[config.mk]
export PLATFORM = sky130hd
export DESIGN_NAME = ovle_cell
export DESIGN_NICKNAME = d
export VERILOG_FILES = /design/src/ovle_pkg.sv /design/src/ovle_cell.sv
export SDC_FILE = /design/constraint.sdc
export NUM_CORES = 1
export LEC_CHECK = 0
export BUFFER_PORTS_ARGS = -buffer_cell sky130_fd_sc_hd__buf_2
export CELL_PAD_IN_SITES_DETAIL_PLACEMENT = 1
export CELL_PAD_IN_SITES_GLOBAL_PLACEMENT = 2
export CORE_ASPECT_RATIO = 1.4
export CORE_MARGIN = 4
export CORE_UTILIZATION = 24
export CTS_BUF_LIST = sky130_fd_sc_hd__clkbuf_4 sky130_fd_sc_hd__clkbuf_8 sky130_fd_sc_hd__clkbuf_16
export DETAILED_ROUTE_END_ITERATION = 6
export GPL_ROUTABILITY_DRIVEN = 0
export PLACE_DENSITY = 0.91
export SLEW_MARGIN = 20
export SYNTH_ARGS = -nofsm -noshare
export SYNTH_HDL_FRONTEND = slang
export SYNTH_SLANG_ARGS = --single-unit
[constraint.sdc]
create_clock -name clk -period 3.9 [get_ports clk]
set_input_delay 0.78 -clock clk [delete_from_list [all_inputs] [get_ports clk]]
set_output_delay 0.78 -clock clk [all_outputs]
set_load 0.02 [all_outputs]
[src/ovle_pkg.sv]
// Shared types and constants for the ordered value list engine.
// No dependencies.
`timescale 1ns / 1ps

package ovle_pkg;

    localparam int DEPTH_DEF = 16;
    localparam int ACT_W     = 3;
    localparam int VAL_W     = 64;
    localparam int POS_W     = 16;
    localparam int OUT_W     = 5;

    localparam logic [ACT_W-1:0] ACT_ADD     = 3'd0;
    localparam logic [ACT_W-1:0] ACT_INSERT  = 3'd1;
    localparam logic [ACT_W-1:0] ACT_MEMBER  = 3'd2;
    localparam logic [ACT_W-1:0] ACT_SEARCH  = 3'd3;
    localparam logic [ACT_W-1:0] ACT_REVERSE = 3'd4;

    localparam logic [OUT_W-1:0] NO_INDEX = '1;

    // per-cell control issued by the sequencer in the execute cycle
    typedef struct packed {
        logic             ins_en;   // shift/insert pass
        logic             rev_en;   // mirror swap pass
        logic [VAL_W-1:0] value;
    } cell_ctrl_t;

    // IEEE double equality: +0 == -0, NaN never equal
    function automatic logic dbl_eq(input logic [VAL_W-1:0] a, input logic [VAL_W-1:0] b);
        logic a_nan;
        logic b_nan;
        a_nan = (a[62:52] == 11'h7ff) && (a[51:0] != '0);
        b_nan = (b[62:52] == 11'h7ff) && (b[51:0] != '0);
        dbl_eq = !a_nan && !b_nan &&
                 ((a == b) || ((a[62:0] == '0) && (b[62:0] == '0)));
    endfunction

endpackage

[src/ovle_cell.sv]
// One list cell: holds an entry, shifts from its front neighbor on insert,
// takes its mirror partner on reverse, and compares against the probe.
// Depends on ovle_pkg.
`timescale 1ns / 1ps

module ovle_cell
(
    input  logic                     clk,
    input  ovle_pkg::cell_ctrl_t     ctrl,
    input  logic                     take_new,   // this cell is the insert slot
    input  logic                     take_prev,  // this cell is behind the slot
    input  logic                     take_mir,   // reverse swaps this cell
    input  logic [ovle_pkg::VAL_W-1:0] prev_val,
    input  logic [ovle_pkg::VAL_W-1:0] mir_val,
    output logic [ovle_pkg::VAL_W-1:0] val,
    output logic                     hit
);
    import ovle_pkg::*;

    logic [VAL_W-1:0] val_reg;

    always_ff @(posedge clk)
    begin
        if (ctrl.ins_en && take_new)
        begin
            val_reg <= ctrl.value;
        end
        else if (ctrl.ins_en && take_prev)
        begin
            val_reg <= prev_val;
        end
        else if (ctrl.rev_en && take_mir)
        begin
            val_reg <= mir_val;
        end
    end

    assign val = val_reg;
    assign hit = dbl_eq(val_reg, ctrl.value);

endmodule

# Yosys cells after proc, flatten, opt, wreduce, memory -nomap -nowiden
# Cells that the tools add are included.
[totals]
register_bits = 64
in_bits = 198
out_inout_bits = 65
elab_cells = 23
[op_classes]
n_eq_ne = 3
n_mux = 3
n_reduce_logical = 16
[ops]
columns = ["operator", "count"]
rows = [
  ["64-bit two-way mux", 3],
  ["63-bit logical NOT", 2],
  ["52-bit nonzero test", 2],
  ["64-bit == test", 1],
  ["11-bit == test (second input constant)", 2],
  ["1-bit logical AND", 8],
  ["3-bit nonzero test", 1],
  ["1-bit logical NOT", 2],
  ["1-bit logical OR", 1],
]

# Longest topological paths before layout
# Gate-level depths: netlist of the first run.
[depth]
ltp_word = 5
mapped_depth = 6
depth_no_buf = 5

# Least setup slack after synthesis of the first run
# Ideal clock, no wire load.
[synth_timing]
path_type = "in2reg"
from = "input ctrl[65] (netlist name)"
to = "register val_reg[0], in the netlist val[0], enable pin"
setup_time_ns = 0.423
arrival_ns = 2.883
required_ns = 3.477
setup_slack_ns = 0.594
cell_stages = 6
n_path_buf = 3
path_cell_list = "and2_1 > buf_2 > buf_2 > buf_2 > a21oi_1 > nand2_1"
[synth_between]
elab_chain_len = 2
word_cells_on_any_way = 3
cone_classes = "reduce/logical (3)"
[synth_rtl]
columns = ["element", "line_no", "text"]
rows = [
  ["start, declared", "ovle_cell.sv:9", "input ovle_pkg::cell_ctrl_t ctrl,"],
  ["1-bit logical AND, on equally long branches", "ovle_cell.sv:24, ovle_cell.sv:28", ""],
  ["3-bit nonzero test (no line) *", "-", ""],
  ["end signal, assigned", "ovle_cell.sv:26", "val_reg <= ctrl.value;"],
  ["end signal, assigned", "ovle_cell.sv:30", "val_reg <= prev_val;"],
  ["end signal, assigned", "ovle_cell.sv:34", "val_reg <= mir_val;"],
  ["end, declared", "ovle_cell.sv:20", "logic [VAL_W-1:0] val_reg;"],
]
# Every way passes the cells marked *; elsewhere a longest branch is shown, timed or not.
# A chain may end at the register's enable or synchronous reset.

# Worst setup path after layout of the first run
[layout_timing]
from = "register val_reg[21], in the netlist val[21]"
to = "output hit"
[layout_between]
elab_chain_len = 5
word_cells_on_any_way = 9
cone_classes = "eq/ne (1); reduce/logical (8)"
[layout_rtl]
columns = ["element", "line_no", "text"]
rows = [
  ["52-bit nonzero test", "ovle_pkg.sv:32", "a_nan = (a[62:52] == 11'h7ff) && (a[51:0] != '0);"],
  ["1-bit logical AND", "ovle_pkg.sv:32", ""],
  ["1-bit logical NOT", "ovle_pkg.sv:34", "dbl_eq = !a_nan && !b_nan &&"],
  ["1-bit logical AND", "ovle_pkg.sv:34", ""],
  ["1-bit logical AND *", "ovle_pkg.sv:34", ""],
  ["end, declared", "ovle_cell.sv:16", "output logic hit"],
]
# Marks and branches as above.

==> impl_metrics.yaml, run 1 <==
run_status:
  outcome: "completed"
timing:
  setup_tns_ns: 0
  rsz0062_at_grt: "no"
  timing.final.crit_share: 0.812
  hold_ws_ns: 0.774
  relSlewSlack: 0.381
  slew_violations: 0
  fin_ws_ns: 0.732
  finalHoldViolCount: 0
  setup_viol: 0
  clock.fmax_mhz: 316
  worst_slew_pin_slew_ns: 0.929
  min_period_ns: 3.17
floorplanning:
  coreArea_um2: 17400
  dieHeight_um: 165
  io_pins: 263
  initial_core_util: 0.244
  die_width_um: 120
  core.rowCount: 57
  die_area_um2: 19900
cts:
  clk_pin_slew_worst_paths_ns: 0.06
  hold_buffers: 0
  cts_buffers: 9
  htreeDepth: 3
  cts_max_path_buffers: 2
  cts_tree: "built"
  clockRootBuffer: "clkbuf_16"
  postCtsSetupRepairBufs: 0
  cts_sinks: 64
  ctsResizeCount: 0
synthesis:
  ys_seq_area_frac: 0.453
  synth-seq-cells: 64
  syn-num-nets: 616
  ys.flop_type: "edfxtp_1"
  synthTopCellsByArea: "edfxtp_1, mux2i_1, xnor2_1, o21ai_1, nand2_1"
  synthCells: 418
  async_flop_share: 0
  synthTopCellsByCount: "nand2_1, edfxtp_1, mux2i_1, o21ai_1, xnor2_1"
  synth_most_common_cell: "nand2_1"
  yosys_warnings: 0
  synth_top_area_frac: 0.453
  ys_types: 19
  synth_area_um2: 4240
  synth-edff-count: 64
  syn_avg_cell_area_um2: 10.2
  synth_area_leader_cell: "edfxtp_1"
layout:
  final_core_util: 0.350
  drive_gt1_frac: 0.421
  largest_reg_flops: 64
  syn_to_final_growth_pct: 43.7
  nets: 871
detailed_routing:
  drt-total-wl_mm: 18.9
  vias_per_cell: 4.62
  num_vias: 4227
  drtIter0Drc: 168
  first_pass_iters: 4
  ant_nets: 0
  drc_errors: 0
  wl_per_cell_um: 20.6
critical_path:
  slowest_delay_ns: 0.49
  start_kind: "flip-flop"
  critPathArrivalTime_ns: 2.39
  crit_path_top_delay_cell: "nor4_1"
  end_kind: "output port"
  cp.required_ns: 3.12
  startpoint: "val[21]"
  cp_max_fo: 3
  path_cells: "nor4_1 -> nand4_1 -> nor4_2 -> nand3_1 -> o22ai_1 -> buf_2"
  criticalPathCategory: "reg -> out"
  cpLargestDelayFamily: "simple AND/OR/NAND/NOR gates"
  critPathBufInv: 1
power_and_ir_drop:
  switchingPower_mw: 0.837
  swShare: 0.334
  power.share.clock: 0.316
  combPwrFrac: 0.284
  pwr_density_cell_nw_per_um2: 410
  fin_total_pwr_mw: 2.50
  intPower_mw: 1.67
  p_leak_nw: 2.70
  share_seq_of_total_power: 0.400
  ir_worst_vdd_v: 0.000213
placed_design:
  hpwl_mm: 15.8
  pre_cts_ws_ns: 0.703
  port_buffers: 262
min_path:
  hp-class: "in -> reg"
  hold_path_startpoint: "ctrl[63]"
grt:
  grt.overflow.total: 0
  grt_pass1_vias: 4540
  grt_first_pass_wirelength_mm: 26.9
  grt_max_degree: 65
  grtUsageMet3: 0.0375
  use_met1: 0.216
  antenna_found_initial: 1
  grt_most_used_layer: "met2"
  grt_usage: 0.182
  use_met2: 0.323
run:
  drv_cap: 0
[metrics by stage]
stage,instance area [µm²],instances
after floorplan,4240,418
after global placement,5810,898
after detailed placement,5810,898
after CTS,6090,913
after global routing,6100,914
final,6100,915
[worst paths after layout]
check             slack, ns      end  depth (start not counted)
hold / removal         0.77  val[63]                          3
setup / recovery       0.73      hit                          6
[worst min-delay path: stages]
cell and delay (ns):
buf_2 0.10, nand2_1 0.04, o21ai_1 0.07
[cells by family (layout without fill, tap and decap cells)]
kind of cell           after synthesis  after routing  share of synthesized area
AO/OA/AOI/OAI                       67             67                     0.0799
XOR/XNOR                            64             64                      0.132
buffers and inverters               21            280                     0.0215
flip-flops                          64             64                      0.453
multiplexers                        64             64                      0.151
other                                0              2                          0
AND/OR/NAND/NOR                    138            138                      0.163
[power groups by stage]
stage	sequential [mW]	combinational (mW)	clock [mW]
after floorplan	1.11	0.253	0
final	1.00	0.711	0.789
after global placement	1.01	0.715	0
after detailed placement	1.02	0.722	0
after CTS	1.00	0.725	0.809
after global routing	1.02	0.763	0.832
[routing by layer]
metal  up-vias  share of wire
met5         -              0
met4         0          0.029
met3        25          0.062
met2       170           0.51
met1      1956           0.39
li1       2076              -
[cell type report]
cell class | count | area, µm²
fill | 2153 | 11300
multi-input combinational | 333 | 2250
sequential | 64 | 1920
timing repair buffer | 265 | 1350
tap | 236 | 295
clock buffer | 10 | 233
clock inverter | 5 | 48.8
antenna | 2 | 5.00
[layout by cell type, fill, tap and decap left out]
master	synthesis	routed
o21ai_1	64	64
nand4_1	24	24
bufinv_16	0	1
o211ai_1	1	1
nor3_1	1	1
o22ai_1	1	1
clkinv_2	0	3
nor2_1	3	3
buf_4	0	2
nand2_2	1	1
nand2_1	69	67
clkinv_1	0	1
nor4_1	34	34
clkbuf_4	0	1
nor4_2	2	2
clkbuf_16	0	9
nand2_4	0	2
buf_12	0	1
and2_4	0	1
xnor2_1	64	64
buf_2	10	262
edfxtp_1	64	64
nand3_1	3	3
a21oi_1	1	1
mux2i_1	64	64
diode_2	0	2
Note: power is estimated with default switching activity, not from simulation.
==> inputs of run 2 (changes only) <==
--- a/config.mk
+++ b/config.mk
@@ -10,11 +10,11 @@
 export CELL_PAD_IN_SITES_GLOBAL_PLACEMENT = 2
 export CORE_ASPECT_RATIO = 1.4
 export CORE_MARGIN = 4
-export CORE_UTILIZATION = 24
+export CORE_UTILIZATION = 22
 export CTS_BUF_LIST = sky130_fd_sc_hd__clkbuf_4 sky130_fd_sc_hd__clkbuf_8 sky130_fd_sc_hd__clkbuf_16
 export DETAILED_ROUTE_END_ITERATION = 6
 export GPL_ROUTABILITY_DRIVEN = 0
-export PLACE_DENSITY = 0.91
+export PLACE_DENSITY = 0.88
 export SLEW_MARGIN = 20
 export SYNTH_ARGS = -nofsm -noshare
 export SYNTH_HDL_FRONTEND = slang
==> constraint.sdc (replaced) <==
create_clock -name clk -period 2.9 [get_ports clk]
set_input_delay 0.58 -clock clk [delete_from_list [all_inputs] [get_ports clk]]
set_output_delay 0.58 -clock clk [all_outputs]
set_load 0.02 [all_outputs]
==> impl_metrics.yaml, run 2 (synthesized netlist as in run 1, its figures left out) <==
layout:
  diodes: 0
  nets: 880
  final_common_cell: "buf_2"
  final_cell_area_um2: 6220
  drive_gt1_frac: 0.439
  largest_reg_flops: 64
  mostFrequentLayoutCells: "buf_2, nand2_1"
  nFillCells: 2258
  final_core_util: 0.332
  syn_to_final_growth_pct: 46.6
floorplanning:
  dieHeight_um: 172
  io_pins: 263
  initial_core_util: 0.226
  core.rowCount: 59
  die_area_um2: 21600
  die_width_um: 125
  coreArea_um2: 18800
critical_path:
  critPathArrivalTime_ns: 2.25
  slowest_delay_ns: 0.47
  cpLargestDelayFamily: "simple AND/OR/NAND/NOR gates"
  end_kind: "output port"
  critPathBufInv: 1
  path_cells: "nor4_4 -> nand4_1 -> nor4_2 -> nand3_1 -> o22ai_2 -> buf_2"
  cp_max_fo: 3
  start_kind: "flip-flop"
  crit_path_top_delay_cell: "edfxtp_1"
  criticalPathCategory: "reg -> out"
  cp.required_ns: 2.32
cts:
  clockRootBuffer: "clkbuf_16"
  cts_sinks: 64
  hold_buffers: 0
  cts_buffers: 9
  htreeDepth: 3
  cts_max_path_buffers: 2
  cts_tree: "built"
  clk_pin_slew_worst_paths_ns: 0.06
detailed_routing:
  wl_per_cell_um: 21.2
  drt-total-wl_mm: 19.7
  drc_errors: 0
  ant_nets: 0
  first_pass_iters: 5
  vias_per_cell: 4.70
  num_vias: 4369
  drtIter0Drc: 202
grt:
  grt_max_degree: 129
  grt.overflow.total: 0
  grt_usage: 0.176
  grt_pass1_vias: 4659
  antenna_found_initial: 1
  grt_first_pass_wirelength_mm: 28.6
timing:
  relSlewSlack: 0.588
  slew_violations: 0
  rsz0062_at_grt: "no"
  min_period_ns: 2.83
  finalHoldViolCount: 0
  timing.final.crit_share: 0.975
  setup_tns_ns: 0
  worst_slew_pin_slew_ns: 0.618
  setup_viol: 0
  clock.fmax_mhz: 354
placed_design:
  dpl_cell_area_um2: 5850
  port_buffers: 262
  hpwl_mm: 16.4
run:
  drv_cap: 0
run_status:
  outcome: "completed"
power_and_ir_drop:
  pwr_density_cell_nw_per_um2: 535
  ir_worst_vdd_v: 0.000236
  p_leak_nw: 2.73
min_path:
  hp-class: "in -> reg"
## run 2: changes by cell type in the layout (fill, tap and decap cells not counted), sizes merged
cell / previous run / this run
clkbuf: 10 / 11
bufinv: 1 / 0
diode: 2 / 0
buf: 265 / 274
clkinv: 4 / 3
## run 2: worst paths after layout
path	from	end	slack (ns)	cells past startpoint
setup / recovery	val[41]	hit	0.07	6
hold / removal	ctrl[22]	val[22]	0.58	3
## run 2: power breakdown
group,switching (mW),internal [mW]
clock network,0.392,0.579
logic,0.591,0.402
registers,0.170,1.19
total,1.15,2.18
## run 2: layer usage
layer	up-vias	GRT usage	share of wire
li1	2097	-	-
met4	2	0.0632	0.028
met1	2067	0.207	0.40
met3	23	0.0408	0.061
met2	180	0.316	0.52
met5	-	0	0.00035
## run 2: cell type report
type	count	area, µm²	area share
repair buffers	274	1410	0.227
clock buffers	11	240	0.0386
multi-input cells	333	2330	0.374
flip-flops and latches	64	1920	0.309
clock inverters	3	11.3	0.00181
well taps	244	305	0.0491
## run 2: stage by stage
| stage | std cells | power [mW] | setup slack, ns | hold slack (ns) |
|---|---|---|---|---|
| detailed placement | 910 | 2.35 | 0.0534 | 0.912 |
| global placement | 910 | 2.34 | 0.00728 | 0.906 |
| CTS | 925 | 3.34 | 0.00277 | 0.573 |
| floorplan | 418 | 1.83 | 0.394 | 0.774 |
| global route | 929 | 3.48 | 0.00107 | 0.584 |
| finish | 929 | 3.33 | 0.0715 | 0.578 |
## run 2: tightest hold or removal path, delay by kind of cell
kind | cells | cell delay (ns)
simple gates | 1 | 0.05
compound gates | 1 | 0.06
buf+inv | 1 | 0.11
## run 2: repair_timing
action,CTS,global route
pin swaps,0,3
gates cloned,0,0
setup buffers,1,4
endpoints found under the setup margin,1,1
gates resized for setup,5,7
